## src/hw/rtl/i2cbb_pkg.sv

```systemverilog
package i2cbb_pkg;

    // Width of each timing register
    localparam int unsigned CFG_W = 16;

    // Register indexes on the configuration port
    localparam logic [1:0] REG_RISEFALL = 2'd0;
    localparam logic [1:0] REG_HOLD     = 2'd1;
    localparam logic [1:0] REG_TIMEOUT  = 2'd2;

    // Reset values of the timing registers
    localparam logic [CFG_W-1:0] RST_RISEFALL = 16'd100;
    localparam logic [CFG_W-1:0] RST_HOLD     = 16'd500;
    localparam logic [CFG_W-1:0] RST_TIMEOUT  = 16'd2200;

    // Command codes
    localparam logic [1:0] MODE_START = 2'd0;
    localparam logic [1:0] MODE_WRITE = 2'd1;
    localparam logic [1:0] MODE_READ  = 2'd2;
    localparam logic [1:0] MODE_STOP  = 2'd3;

    // Status codes
    localparam logic [1:0] STAT_OK      = 2'd0;
    localparam logic [1:0] STAT_BUSY    = 2'd1;
    localparam logic [1:0] STAT_TIMEOUT = 2'd2;
    localparam logic [1:0] STAT_NACK    = 2'd3;

    // Bits per byte frame, ACK included
    localparam logic [3:0] FRAME_BITS = 4'd9;

    typedef enum logic [3:0] {
        PH_IDLE,
        PH_ST_RAISE,
        PH_ST_HOLD1,
        PH_ST_HOLD2,
        PH_B_SETUP,
        PH_B_RAISE,
        PH_B_HIGH,
        PH_B_LOW,
        PH_SP_A,
        PH_SP_B,
        PH_SP_C
    } t_phase;

    typedef struct packed {
        logic [CFG_W-1:0] risefall;
        logic [CFG_W-1:0] hold;
        logic [CFG_W-1:0] timeout;
    } t_cfg;

    typedef struct packed {
        logic       cmd_valid;
        logic [1:0] mode;
        logic [6:0] cmd_address;
        logic       cmd_read;
        logic [7:0] cmd_data;
        logic       cmd_last;
        logic       scl_in;
        logic       sda_in;
    } t_tick;

    typedef struct packed {
        logic       scl_drive;
        logic       sda_drive;
        logic       cmd_accepted;
        logic       busy_res;
        logic       done_res;
        logic [7:0] read_data;
        logic [1:0] status;
    } t_result;

endpackage

```

## src/hw/rtl/i2cbb_cfg.sv

```systemverilog
module i2cbb_cfg (
    input  logic                i_clk,
    input  logic                i_rst_n,
    input  logic                psel,
    input  logic                penable,
    input  logic                pwrite,
    input  logic [3:0]          paddr,
    input  logic [31:0]         pwdata,
    output logic [31:0]         prdata,
    output logic                pready,
    output i2cbb_pkg::t_cfg     o_cfg
);

    i2cbb_pkg::t_cfg r_cfg;
    logic            wr_en;
    logic [1:0]      reg_idx;

    assign pready  = 1'b1;
    assign wr_en   = psel && penable && pwrite;
    assign reg_idx = paddr[3:2];

    // Register writes
    always_ff @(posedge i_clk) begin
        if (!i_rst_n) begin
            r_cfg.risefall <= i2cbb_pkg::RST_RISEFALL;
            r_cfg.hold     <= i2cbb_pkg::RST_HOLD;
            r_cfg.timeout  <= i2cbb_pkg::RST_TIMEOUT;
        end else if (wr_en) begin
            case (reg_idx)
                i2cbb_pkg::REG_RISEFALL: r_cfg.risefall <= pwdata[i2cbb_pkg::CFG_W-1:0];
                i2cbb_pkg::REG_HOLD:     r_cfg.hold     <= pwdata[i2cbb_pkg::CFG_W-1:0];
                i2cbb_pkg::REG_TIMEOUT:  r_cfg.timeout  <= pwdata[i2cbb_pkg::CFG_W-1:0];
                default: ;
            endcase
        end
    end

    // Read mux
    always_comb begin
        case (reg_idx)
            i2cbb_pkg::REG_RISEFALL: prdata = {16'd0, r_cfg.risefall};
            i2cbb_pkg::REG_HOLD:     prdata = {16'd0, r_cfg.hold};
            i2cbb_pkg::REG_TIMEOUT:  prdata = {16'd0, r_cfg.timeout};
            default:                 prdata = 32'd0;
        endcase
    end

    assign o_cfg = r_cfg;

endmodule

```

## src/hw/rtl/i2cbb_core.sv

```systemverilog
module i2cbb_core #(
    parameter int unsigned COUNT_WIDTH = 16
) (
    input  logic                 i_clk,
    input  logic                 i_rst_n,
    input  logic                 i_step,
    input  i2cbb_pkg::t_tick     i_tick,
    input  i2cbb_pkg::t_cfg      i_cfg,
    output i2cbb_pkg::t_result   o_res
);

    localparam logic [COUNT_WIDTH-1:0] CNT_ONE = COUNT_WIDTH'(1);

    // Load value for a counter: saturates when the register exceeds the counter
    function automatic logic [COUNT_WIDTH-1:0] sat_cnt(input logic [i2cbb_pkg::CFG_W-1:0] v);
        logic [31:0] ext;
        ext = {16'd0, v};
        if ((ext >> COUNT_WIDTH) != 32'd0) begin
            sat_cnt = '1;
        end else begin
            sat_cnt = ext[COUNT_WIDTH-1:0];
        end
    endfunction

    i2cbb_pkg::t_phase      r_phase, n_phase;
    logic [3:0]             r_bit, n_bit;
    logic [8:0]             r_shift, n_shift;
    logic [COUNT_WIDTH-1:0] r_delay, n_delay;
    logic [COUNT_WIDTH-1:0] r_poll, n_poll;
    logic [1:0]             r_status, n_status;
    logic [7:0]             r_rdata, n_rdata;
    logic                   r_scl, n_scl;
    logic                   r_sda, n_sda;
    logic                   r_is_read, n_is_read;
    logic                   accepted;
    logic                   done;
    logic [3:0]             bit_inc;

    assign bit_inc = r_bit + 4'd1;

    // State registers, advanced once per tick
    always_ff @(posedge i_clk) begin
        if (!i_rst_n) begin
            r_phase   <= i2cbb_pkg::PH_IDLE;
            r_bit     <= '0;
            r_shift   <= '0;
            r_delay   <= '0;
            r_poll    <= '0;
            r_status  <= i2cbb_pkg::STAT_OK;
            r_rdata   <= '0;
            r_scl     <= 1'b1;
            r_sda     <= 1'b1;
            r_is_read <= 1'b0;
        end else if (i_step) begin
            r_phase   <= n_phase;
            r_bit     <= n_bit;
            r_shift   <= n_shift;
            r_delay   <= n_delay;
            r_poll    <= n_poll;
            r_status  <= n_status;
            r_rdata   <= n_rdata;
            r_scl     <= n_scl;
            r_sda     <= n_sda;
            r_is_read <= n_is_read;
        end
    end

    // Next state for one tick
    always_comb begin
        n_phase   = r_phase;
        n_bit     = r_bit;
        n_shift   = r_shift;
        n_delay   = r_delay;
        n_poll    = r_poll;
        n_status  = r_status;
        n_rdata   = r_rdata;
        n_scl     = r_scl;
        n_sda     = r_sda;
        n_is_read = r_is_read;
        accepted  = 1'b0;
        done      = 1'b0;

        if (r_phase == i2cbb_pkg::PH_IDLE) begin
            if (i_tick.cmd_valid) begin
                accepted = 1'b1;
                n_status = i2cbb_pkg::STAT_OK;
                case (i_tick.mode)
                    i2cbb_pkg::MODE_START: begin
                        if (i_tick.scl_in && i_tick.sda_in) begin
                            n_sda   = 1'b0;
                            n_phase = i2cbb_pkg::PH_ST_HOLD1;
                            n_delay = sat_cnt(i_cfg.hold);
                        end else begin
                            n_scl   = 1'b1;
                            n_sda   = 1'b1;
                            n_poll  = sat_cnt(i_cfg.timeout);
                            n_phase = i2cbb_pkg::PH_ST_RAISE;
                            n_delay = sat_cnt(i_cfg.risefall);
                        end
                        n_shift = {i_tick.cmd_address, i_tick.cmd_read, 1'b1};
                    end
                    i2cbb_pkg::MODE_WRITE: begin
                        n_shift   = {i_tick.cmd_data, 1'b1};
                        n_bit     = '0;
                        n_is_read = 1'b0;
                        n_sda     = i_tick.cmd_data[7];
                        n_phase   = i2cbb_pkg::PH_B_SETUP;
                        n_delay   = sat_cnt(i_cfg.risefall);
                    end
                    i2cbb_pkg::MODE_READ: begin
                        n_shift   = {8'hFF, i_tick.cmd_last};
                        n_bit     = '0;
                        n_is_read = 1'b1;
                        n_sda     = 1'b1;
                        n_phase   = i2cbb_pkg::PH_B_SETUP;
                        n_delay   = sat_cnt(i_cfg.risefall);
                    end
                    default: begin
                        n_scl   = 1'b0;
                        n_sda   = 1'b0;
                        n_phase = i2cbb_pkg::PH_SP_A;
                        n_delay = sat_cnt(i_cfg.risefall);
                    end
                endcase
            end
        end else if (r_delay > CNT_ONE) begin
            n_delay = r_delay - CNT_ONE;
        end else begin
            case (r_phase)
                i2cbb_pkg::PH_ST_RAISE, i2cbb_pkg::PH_B_RAISE: begin
                    if (i_tick.scl_in) begin
                        if (r_phase == i2cbb_pkg::PH_ST_RAISE) begin
                            n_sda   = 1'b0;
                            n_phase = i2cbb_pkg::PH_ST_HOLD1;
                        end else begin
                            n_phase = i2cbb_pkg::PH_B_HIGH;
                        end
                        n_delay = sat_cnt(i_cfg.hold);
                    end else if (r_poll <= CNT_ONE) begin
                        // stretch gave out
                        if (r_phase == i2cbb_pkg::PH_ST_RAISE) begin
                            n_status = i2cbb_pkg::STAT_BUSY;
                            n_sda    = 1'b0;
                            n_phase  = i2cbb_pkg::PH_ST_HOLD1;
                            n_delay  = sat_cnt(i_cfg.hold);
                        end else begin
                            n_status = i2cbb_pkg::STAT_TIMEOUT;
                            n_phase  = i2cbb_pkg::PH_IDLE;
                            done     = 1'b1;
                        end
                    end else begin
                        n_poll  = r_poll - CNT_ONE;
                        n_delay = sat_cnt(i_cfg.risefall);
                    end
                end
                i2cbb_pkg::PH_ST_HOLD1: begin
                    n_scl   = 1'b0;
                    n_phase = i2cbb_pkg::PH_ST_HOLD2;
                    n_delay = sat_cnt(i_cfg.hold);
                end
                i2cbb_pkg::PH_ST_HOLD2: begin
                    if (r_status == i2cbb_pkg::STAT_OK) begin
                        // send the address byte
                        n_bit     = '0;
                        n_is_read = 1'b0;
                        n_sda     = r_shift[8];
                        n_phase   = i2cbb_pkg::PH_B_SETUP;
                        n_delay   = sat_cnt(i_cfg.risefall);
                    end else begin
                        n_phase = i2cbb_pkg::PH_IDLE;
                        done    = 1'b1;
                    end
                end
                i2cbb_pkg::PH_B_SETUP: begin
                    n_scl   = 1'b1;
                    n_poll  = sat_cnt(i_cfg.timeout);
                    n_phase = i2cbb_pkg::PH_B_RAISE;
                    n_delay = sat_cnt(i_cfg.risefall);
                end
                i2cbb_pkg::PH_B_HIGH: begin
                    n_shift = {r_shift[7:0], i_tick.sda_in};
                    n_scl   = 1'b0;
                    n_phase = i2cbb_pkg::PH_B_LOW;
                    n_delay = sat_cnt(i_cfg.hold);
                end
                i2cbb_pkg::PH_B_LOW: begin
                    n_bit = bit_inc;
                    if (bit_inc >= i2cbb_pkg::FRAME_BITS) begin
                        if (r_is_read) begin
                            n_rdata  = r_shift[8:1];
                            n_status = i2cbb_pkg::STAT_OK;
                        end else begin
                            n_status = r_shift[0] ? i2cbb_pkg::STAT_NACK : i2cbb_pkg::STAT_OK;
                        end
                        n_phase = i2cbb_pkg::PH_IDLE;
                        done    = 1'b1;
                    end else begin
                        n_sda   = r_shift[8];
                        n_phase = i2cbb_pkg::PH_B_SETUP;
                        n_delay = sat_cnt(i_cfg.risefall);
                    end
                end
                i2cbb_pkg::PH_SP_A: begin
                    n_scl   = 1'b1;
                    n_phase = i2cbb_pkg::PH_SP_B;
                    n_delay = sat_cnt(i_cfg.hold);
                end
                i2cbb_pkg::PH_SP_B: begin
                    n_sda   = 1'b1;
                    n_phase = i2cbb_pkg::PH_SP_C;
                    n_delay = sat_cnt(i_cfg.hold);
                end
                default: begin
                    n_phase = i2cbb_pkg::PH_IDLE;
                    done    = 1'b1;
                end
            endcase
        end
    end

    // Result of this tick, taken from the post-tick state
    always_comb begin
        o_res.scl_drive    = n_scl;
        o_res.sda_drive    = n_sda;
        o_res.cmd_accepted = accepted;
        o_res.busy_res     = (n_phase != i2cbb_pkg::PH_IDLE);
        o_res.done_res     = done;
        o_res.read_data    = n_rdata;
        o_res.status       = n_status;
    end

`ifndef NO_ASSERTIONS
    // A finished command leaves the sequencer idle
    a_done_idle: assert property (@(posedge i_clk) disable iff (!i_rst_n)
        (i_step && o_res.done_res) |=> (r_phase == i2cbb_pkg::PH_IDLE))
        else $error("done without returning to idle");

    // Commands are only taken while idle
    a_accept_idle: assert property (@(posedge i_clk) disable iff (!i_rst_n)
        (i_step && o_res.cmd_accepted) |-> (r_phase == i2cbb_pkg::PH_IDLE))
        else $error("command taken while busy");

    // Bit counter never runs past one frame
    a_bit_range: assert property (@(posedge i_clk) disable iff (!i_rst_n)
        (r_bit <= i2cbb_pkg::FRAME_BITS))
        else $error("bit counter out of range");

    // State only moves on a tick
    a_hold_state: assert property (@(posedge i_clk) disable iff (!i_rst_n)
        !i_step |=> ($stable(r_status) && $stable(r_phase) && $stable(r_delay)))
        else $error("state changed without a tick");
`endif

endmodule

```

## src/hw/rtl/i2c_bit_bang_master.sv

```systemverilog
// Open-drain I2C master stepped one tick per input transaction.
// Input stream: each transaction is one tick carrying sensed SCL/SDA and an
// optional command (tuser bit 0 offers it, tuser[2:1] selects start, write,
// read or stop; tlast asks for NACK on the final read byte).
// Output stream: exactly one transaction per input tick with the line drives
// (1 releases the line), command taken flag, busy, done pulse, the last byte
// read and the status of the last finished command.
// The result is registered: one input register and one result register with
// the step logic between them.
// One tick per cycle unless the output stalls; the step logic is a single pass
// over the sequencer state, and the result register frees once it is taken.
// When the output stalls the result register holds, the input register fills,
// and s_axis_tready drops until the output moves again; no tick is lost.
// Timing (rise/fall wait, hold time, SCL poll limit) comes from APB regs 0x0,
// 0x4, 0x8, to be written only while no command is running; not enforced.
// Reset is synchronous: both lines released, sequencer idle, status ok, read
// data zero, timing registers back to 100, 500 and 2200 ticks.
module i2c_bit_bang_master #(
    parameter int unsigned COUNT_WIDTH = 16
) (
    input  logic        i_clk,
    input  logic        i_rst_n,
    input  logic        i_s_axis_tvalid,
    output logic        o_s_axis_tready,
    // cmd_address[6:0], cmd_read[7], cmd_data[15:8], scl_in[16], sda_in[17]
    input  logic [23:0] i_s_axis_tdata,
    // cmd_valid[0], mode[2:1]
    input  logic [2:0]  i_s_axis_tuser,
    input  logic        i_s_axis_tlast,
    output logic        o_m_axis_tvalid,
    input  logic        i_m_axis_tready,
    // scl_drive[0], sda_drive[1], cmd_accepted[2], busy_res[3], done_res[4],
    // read_data[12:5], status[14:13]
    output logic [15:0] o_m_axis_tdata,
    input  logic        psel,
    input  logic        penable,
    input  logic        pwrite,
    input  logic [3:0]  paddr,
    input  logic [31:0] pwdata,
    output logic [31:0] prdata,
    output logic        pready
);

    i2cbb_pkg::t_cfg    cfg;
    i2cbb_pkg::t_tick   in_tick;
    i2cbb_pkg::t_tick   r_tick;
    i2cbb_pkg::t_result res;
    logic               r_in_valid;
    logic               r_out_valid;
    logic [15:0]        r_out_data;
    logic               step;
    logic               in_fire;

    // Unpack the input transaction
    always_comb begin
        in_tick.cmd_valid   = i_s_axis_tuser[0];
        in_tick.mode        = i_s_axis_tuser[2:1];
        in_tick.cmd_address = i_s_axis_tdata[6:0];
        in_tick.cmd_read    = i_s_axis_tdata[7];
        in_tick.cmd_data    = i_s_axis_tdata[15:8];
        in_tick.cmd_last    = i_s_axis_tlast;
        in_tick.scl_in      = i_s_axis_tdata[16];
        in_tick.sda_in      = i_s_axis_tdata[17];
    end

    // Step when a tick is held and the result slot is free or draining
    assign step            = r_in_valid && (!r_out_valid || i_m_axis_tready);
    assign o_s_axis_tready = !r_in_valid || step;
    assign in_fire         = i_s_axis_tvalid && o_s_axis_tready;

    // Input register
    always_ff @(posedge i_clk) begin
        if (!i_rst_n) begin
            r_in_valid <= 1'b0;
        end else if (o_s_axis_tready) begin
            r_in_valid <= i_s_axis_tvalid;
        end
    end

    always_ff @(posedge i_clk) begin
        if (in_fire) begin
            r_tick <= in_tick;
        end
    end

    i2cbb_cfg u_cfg (
        .i_clk   (i_clk),
        .i_rst_n (i_rst_n),
        .psel    (psel),
        .penable (penable),
        .pwrite  (pwrite),
        .paddr   (paddr),
        .pwdata  (pwdata),
        .prdata  (prdata),
        .pready  (pready),
        .o_cfg   (cfg)
    );

    i2cbb_core #(
        .COUNT_WIDTH (COUNT_WIDTH)
    ) u_core (
        .i_clk   (i_clk),
        .i_rst_n (i_rst_n),
        .i_step  (step),
        .i_tick  (r_tick),
        .i_cfg   (cfg),
        .o_res   (res)
    );

    // Result register
    always_ff @(posedge i_clk) begin
        if (!i_rst_n) begin
            r_out_valid <= 1'b0;
        end else if (step) begin
            r_out_valid <= 1'b1;
        end else if (i_m_axis_tready) begin
            r_out_valid <= 1'b0;
        end
    end

    always_ff @(posedge i_clk) begin
        if (step) begin
            r_out_data <= {1'b0, res.status, res.read_data, res.done_res, res.busy_res,
                           res.cmd_accepted, res.sda_drive, res.scl_drive};
        end
    end

    assign o_m_axis_tvalid = r_out_valid;
    assign o_m_axis_tdata  = r_out_data;

endmodule
```

## config.mk

```make
export PLATFORM = sky130hd
export DESIGN_NAME = i2c_bit_bang_master
export DESIGN_NICKNAME = d
export VERILOG_FILES = /design/src/hw/rtl/i2cbb_pkg.sv /design/src/hw/rtl/i2cbb_cfg.sv /design/src/hw/rtl/i2cbb_core.sv /design/src/hw/rtl/i2c_bit_bang_master.sv
export SDC_FILE = /design/constraint.sdc
export NUM_CORES = 1
export LEC_CHECK = 0
export BUFFER_PORTS_ARGS = -buffer_cell sky130_fd_sc_hd__buf_4
export CAP_MARGIN = 10
export CORE_ASPECT_RATIO = 0.8
export CORE_MARGIN = 10
export CORE_UTILIZATION = 53
export CTS_BUF_LIST = sky130_fd_sc_hd__clkbuf_2
export CTS_CLUSTER_DIAMETER = 120
export DETAILED_ROUTE_END_ITERATION = 12
export PLACE_DENSITY_LB_ADDON = 0.05
export RECOVER_POWER = 100
export SETUP_SLACK_MARGIN = 0.02
export SYNTH_ARGS = -nofsm -noshare
export SYNTH_HDL_FRONTEND = slang
export SYNTH_HIERARCHICAL = 1
export SYNTH_SLANG_ARGS = --single-unit
```

## constraint.sdc

```tcl
create_clock -name i_clk -period 6.76 [get_ports i_clk]
set_input_delay 1.352 -clock i_clk [delete_from_list [all_inputs] [get_ports i_clk]]
set_output_delay 1.352 -clock i_clk [all_outputs]
set_load 0.02 [all_outputs]
```

Yosys cells after proc, flatten, opt, wreduce, memory -nomap -nowiden
Index checks and enable logic that the tools add are counted.

Add/sub/neg operators: 3. Muxes and demuxes: 90. Equality and inequality tests: 26. $lt $le $gt $ge: 3. Reduce and logical (&&, ||, !) cells: 36.

Operators with widths (count): 16-bit two-way mux (17); 16-bit one-hot mux with 5 select lines (1); 16-bit one-hot mux with 3 select lines (1); 4-bit two-way mux (10); 8-bit two-way mux (5); 9-bit two-way mux (4); 16-bit one-hot mux with 2 select lines (1); 4-bit one-hot mux with 8 select lines (1); 16-bit by 1-bit subtractor with 16-bit output, second input constant (2); 9-bit one-hot mux with 3 select lines (1); 1-bit two-way mux (26); 2-bit two-way mux (11); 6-bit AND reduction (3); 4-bit by 3-bit equality test with 1-bit output, second input constant (4); 16-bit by 1-bit > comparator with 1-bit output, second input constant (1); 16-bit by 1-bit <= comparator with 1-bit output, second input constant (1); 4-bit one-hot mux with 2 select lines (2); 2-bit OR reduction (5); 3-bit two-way mux (3); 4-bit by 2-bit equality test with 1-bit output, second input constant (2); 4-bit equality test, second input constant (2); 2-bit != test, second input constant (4); 1-bit one-hot mux with 4 select lines (2); 8-bit AND reduction (1); 29 further kinds (48).

Output and inout port bits: 51. Flip-flop bits (word level): 149. Word-level logic and storage cells: 184. Input port bits: 71.

Depth between registers and ports, before layout
Word-level depth: 8. Depth in mapped cells: 10. Mapped depth without buffers: 8.

Cells and area by module
Netlist, hierarchy kept.

Modules (own cells, without submodules): i2cbb_core (seq. area each 1241.2 µm², area each 4987.3 µm², cells an instance 694, instances 1); i2cbb_cfg (seq. area each 960.9 µm², area each 2391.0 µm², cells an instance 264, instances 1); i2c_bit_bang_master (seq. area each 1151.1 µm², area each 1226.2 µm², cells an instance 48, instances 1).

Worst setup path before layout
OpenSTA, ideal clock, no wires.

Path kind: input-to-output. Start point: input paddr[2]. End point: output prdata[10]. Arrival time: 2332 ps. Setup slack: 3076 ps. Buffers on the path: 2. Stages: 4. Required time: 5408 ps. Cell sequence: buf_6 buf_2 mux2i_1 o21ai_0.

Word-level cells in the longest chain between the ends: 2. Elaborated cells on any way between the ends: 4. Those cells by class: eq/ne (2); mux (1); reduce/logical (1).

Ends and longest elaborated chain: from (decl) (line i2c_bit_bang_master.sv:38) `input logic [3:0] paddr,`; 2-bit equality test (tied with other cells) (line i2cbb_cfg.sv:40) `case (reg_idx)`; 16-bit one-hot mux with 3 select lines * (line i2cbb_cfg.sv:40); to (decl) (line i2c_bit_bang_master.sv:40) `output logic [31:0] prdata,`.

Every way passes the cells marked *; elsewhere a longest branch is shown, timed or not.

==> impl_metrics.py <==
metrics = {
    "status": {
        "status": "finished with violations",
        "violations": "capacitance limit, slew limit",
    },
    "global_routing": {
        "grt_first_pass_wirelength_um": 38500,
        "top_usage_layer": "met1",
        "grt_max_degree": 59,
        "gr-usage-met3": 0.05994,
        "antenna_found_initial": 0,
        "grt_pass1_vias": 7016,
        "overflow": 0,
        "gr-usage-met2": 0.3076,
        "grt.total_usage": 0.2171,
        "groute.layer.met1.usage": 0.3199,
    },
    "die": {
        "start_util": 0.5428,
        "io_pins": 122,
        "rows": 41,
        "dieArea_um2": 21760,
        "die_w_um": 162.5,
        "core_um2": 15850,
        "die_h_um": 134.0,
    },
    "sta": {
        "fmax_ghz": 0.2006,
        "finalCritPeriodShare": 0.7374,
        "relSlewSlack": -0.5281,
        "hold_viol_final": 0,
        "setup_viol": 0,
        "tightest_slew_ns": 2.292,
        "tns_ns": 0,
        "finClkSkew_ns": 0.04332,
        "whs_ns": 0.4985,
        "rsz0062_at_grt": "false",
        "layout_min_cycle_time_ns": 4.985,
        "slew_violations": 216,
    },
    "final_layout": {
        "num_antenna_cells": 0,
        "synthToLayoutAreaGrowth_pct": 6.936,
        "final_nets": 1121,
        "final_common_cell": "nand2_1",
        "final_cell_mix": "141 x nand2_1, 112 x dfxtp_1, 71 x mux2i_1",
        "final_util": 0.5805,
        "final-instance-count-excl-fill": 1268,
        "drive_above_1_share": 0.1083,
    },
    "worst_setup_path": {
        "worstSetupEndpoint": "u_core/r_delay[4]",
        "cp_data_arrival_time_ns": 5.65,
        "path_class": "in2reg",
        "r2r-start": "u_core/r_phase[3]",
        "critPathMaxFanout": 58,
        "rr_worst_depth": 7,
        "worstSetupStartpoint": "i_rst_n",
        "end_kind": "flop",
        "worst_setup_path_start_kind": "input pin",
        "cp.required_ns": 7.42,
        "rr_endpoint": "u_core/r_bit[2]",
        "rrSetupSlack_ns": 2.76,
    },
    "power_and_ir_drop": {
        "vdd_drop_max_mv": 0.1151,
        "leakagePower_uw": 0.003468,
        "power.density_nw_per_um2": 226.4,
    },
    "route": {
        "drt-initial-drc-count": 821,
        "ant_nets": 0,
        "dr.pass1.iters": 6,
        "drc": 0,
        "wirelength_um": 24130,
        "via_count": 7572,
        "viasPerCell": 5.972,
        "avgRoutedWirePerCell_um": 19.03,
    },
    "cts": {
        "clock_path_buffers": 2,
        "cts_tree": "done",
        "ctsHoldBuffers": 0,
        "root_buffer": "clkbuf_2",
        "ctsResizeCount": 0,
        "numCtsBuffers": 17,
        "cts.sinks": 149,
        "clk_pin_slew_worst_paths_ns": 0.24,
        "h-tree-depth": 4,
        "cts_post_setup_buffers_inserted": 0,
        "insertion_delay_ns": 0.75,
    },
    "placed_design": {
        "place.port_buffers": 79,
        "hpwl_um": 16900,
        "place_congestion": 0.9344,
        "place_inst": 1234,
    },
    "synth": {
        "seq_area_frac_synth": 0.3897,
        "synth_cell_type_count": 89,
        "syn_inst": 1006,
        "synth-async-reset-ratio": 0,
        "syn_area_per_cell_um2": 8.553,
        "ys.flop_type": "dfxtp_1",
        "syn_area_um2": 8605,
        "ys.warnings.count": 6,
        "synth_edf_count": 37,
        "ys_ff_latch": 149,
    },
    "hold_path": {
        "hp-class": "reg2reg",
    },
    "flow_run": {
        "max_cap_viol_count": 6,
    },
}
-- cell type report --
| class | instances | area, µm² |
|---|---|---|
| flip-flops and latches | 149 | 3353 |
| well taps | 215 | 269.0 |
| inverters | 26 | 97.59 |
| clock inverters | 13 | 145.1 |
| fillers | 1521 | 6650 |
| repair buffers | 90 | 529.3 |
| multi-input cells | 756 | 4712 |
| clock buffers | 19 | 95.09 |
-- state kept, by name (all words and copies together), names as in the netlist, 2 cells and up --
name and count:
u_core/r_poll 16, u_core/r_shift 9, r_tick 22, u_core/r_rdata 8, u_core/r_status 2, o_m_axis_tdata 15
u_core/r_bit 4, u_core/r_delay 16, u_core/r_phase 4, u_cfg/o_cfg 48
-- worst min path at each step --
stage,from,end,cells past startpoint
after floorplan,u_cfg/o_cfg[8],u_cfg/o_cfg[8],2
after global placement,u_core/r_poll[9],u_core/r_poll[9],2
after detailed placement,u_core/r_poll[9],u_core/r_poll[9],2
after CTS,u_core/r_poll[9],u_core/r_poll[9],2
after global routing,u_core/r_poll[9],u_core/r_poll[9],2
final,u_core/r_poll[15],u_core/r_poll[15],2
-- metal layers --
metal	part of all wire	routed length (µm)
met1	0.48	11610
met2	0.42	10200
met3	0.087	2098
met4	0.0093	225
met5	0	0
-- synth_stat cells, drive strengths merged (4+ instances only) --
cell,count,area share
a31oi,18,0.013
and2,4,0.0029
o32ai,9,0.010
o31ai,10,0.0087
nand2,143,0.063
or3,9,0.0065
a21oi,69,0.041
a211oi,31,0.027
edfxtp,37,0.13
xor2,5,0.0051
o22ai,6,0.0044
or2,5,0.0036
dfxtp,112,0.26
ha,10,0.015
o21ai,69,0.040
mux2i,71,0.083
nor3,29,0.019
a311oi,5,0.0051
o211ai,10,0.0099
and3,13,0.0095
a21o,4,0.0035
clkbuf,51,0.022
nor2b,20,0.015
inv,25,0.011
mux2,9,0.012
nand3b,4,0.0049
nor4,11,0.010
nand4,10,0.0080
buf,39,0.033
nor2,64,0.030
or4,6,0.0061
nand3,22,0.016
a21boi,8,0.0070
nor3b,4,0.0035
nand2b,11,0.0080
-- worst max-delay path, stage by stage --
cell and delay, ns:
clkbuf_1 1.60, clkbuf_1 1.57, o21ai_1 0.66, o32ai_1 0.44
-- power breakdown --
group          internal (µW)  total [µW]  leakage, µW  switching (µW)
registers                957        1000      0.00126            44.1
logic                    192         563      0.00206             370
clock network            179         519     0.000148             341
-- kinds of logic after synthesis --
logic type               after synthesis  synth area share
AND/OR/NAND/NOR                      364            0.2156
AO/OA/AOI/OAI                        277            0.2107
flip-flops                           149            0.3897
buffers and inverters                116           0.06660
multiplexers                          80           0.09437
adder cells (fa/ha/maj)               10           0.01454
XOR/XNOR                               7          0.007125
other                                  3          0.001309
-- through the flow --
stage                     area [µm²]  total power (µW)  setup slack, ns
after floorplan                 8661              1437            3.076
after global placement          9131              1577            2.710
after detailed placement        9131              1579            2.710
after CTS                       9371              2094            2.699
after global routing            9201              2196            1.424
final                           9201              2083            1.775
Power figures use the tool's default switching activity.
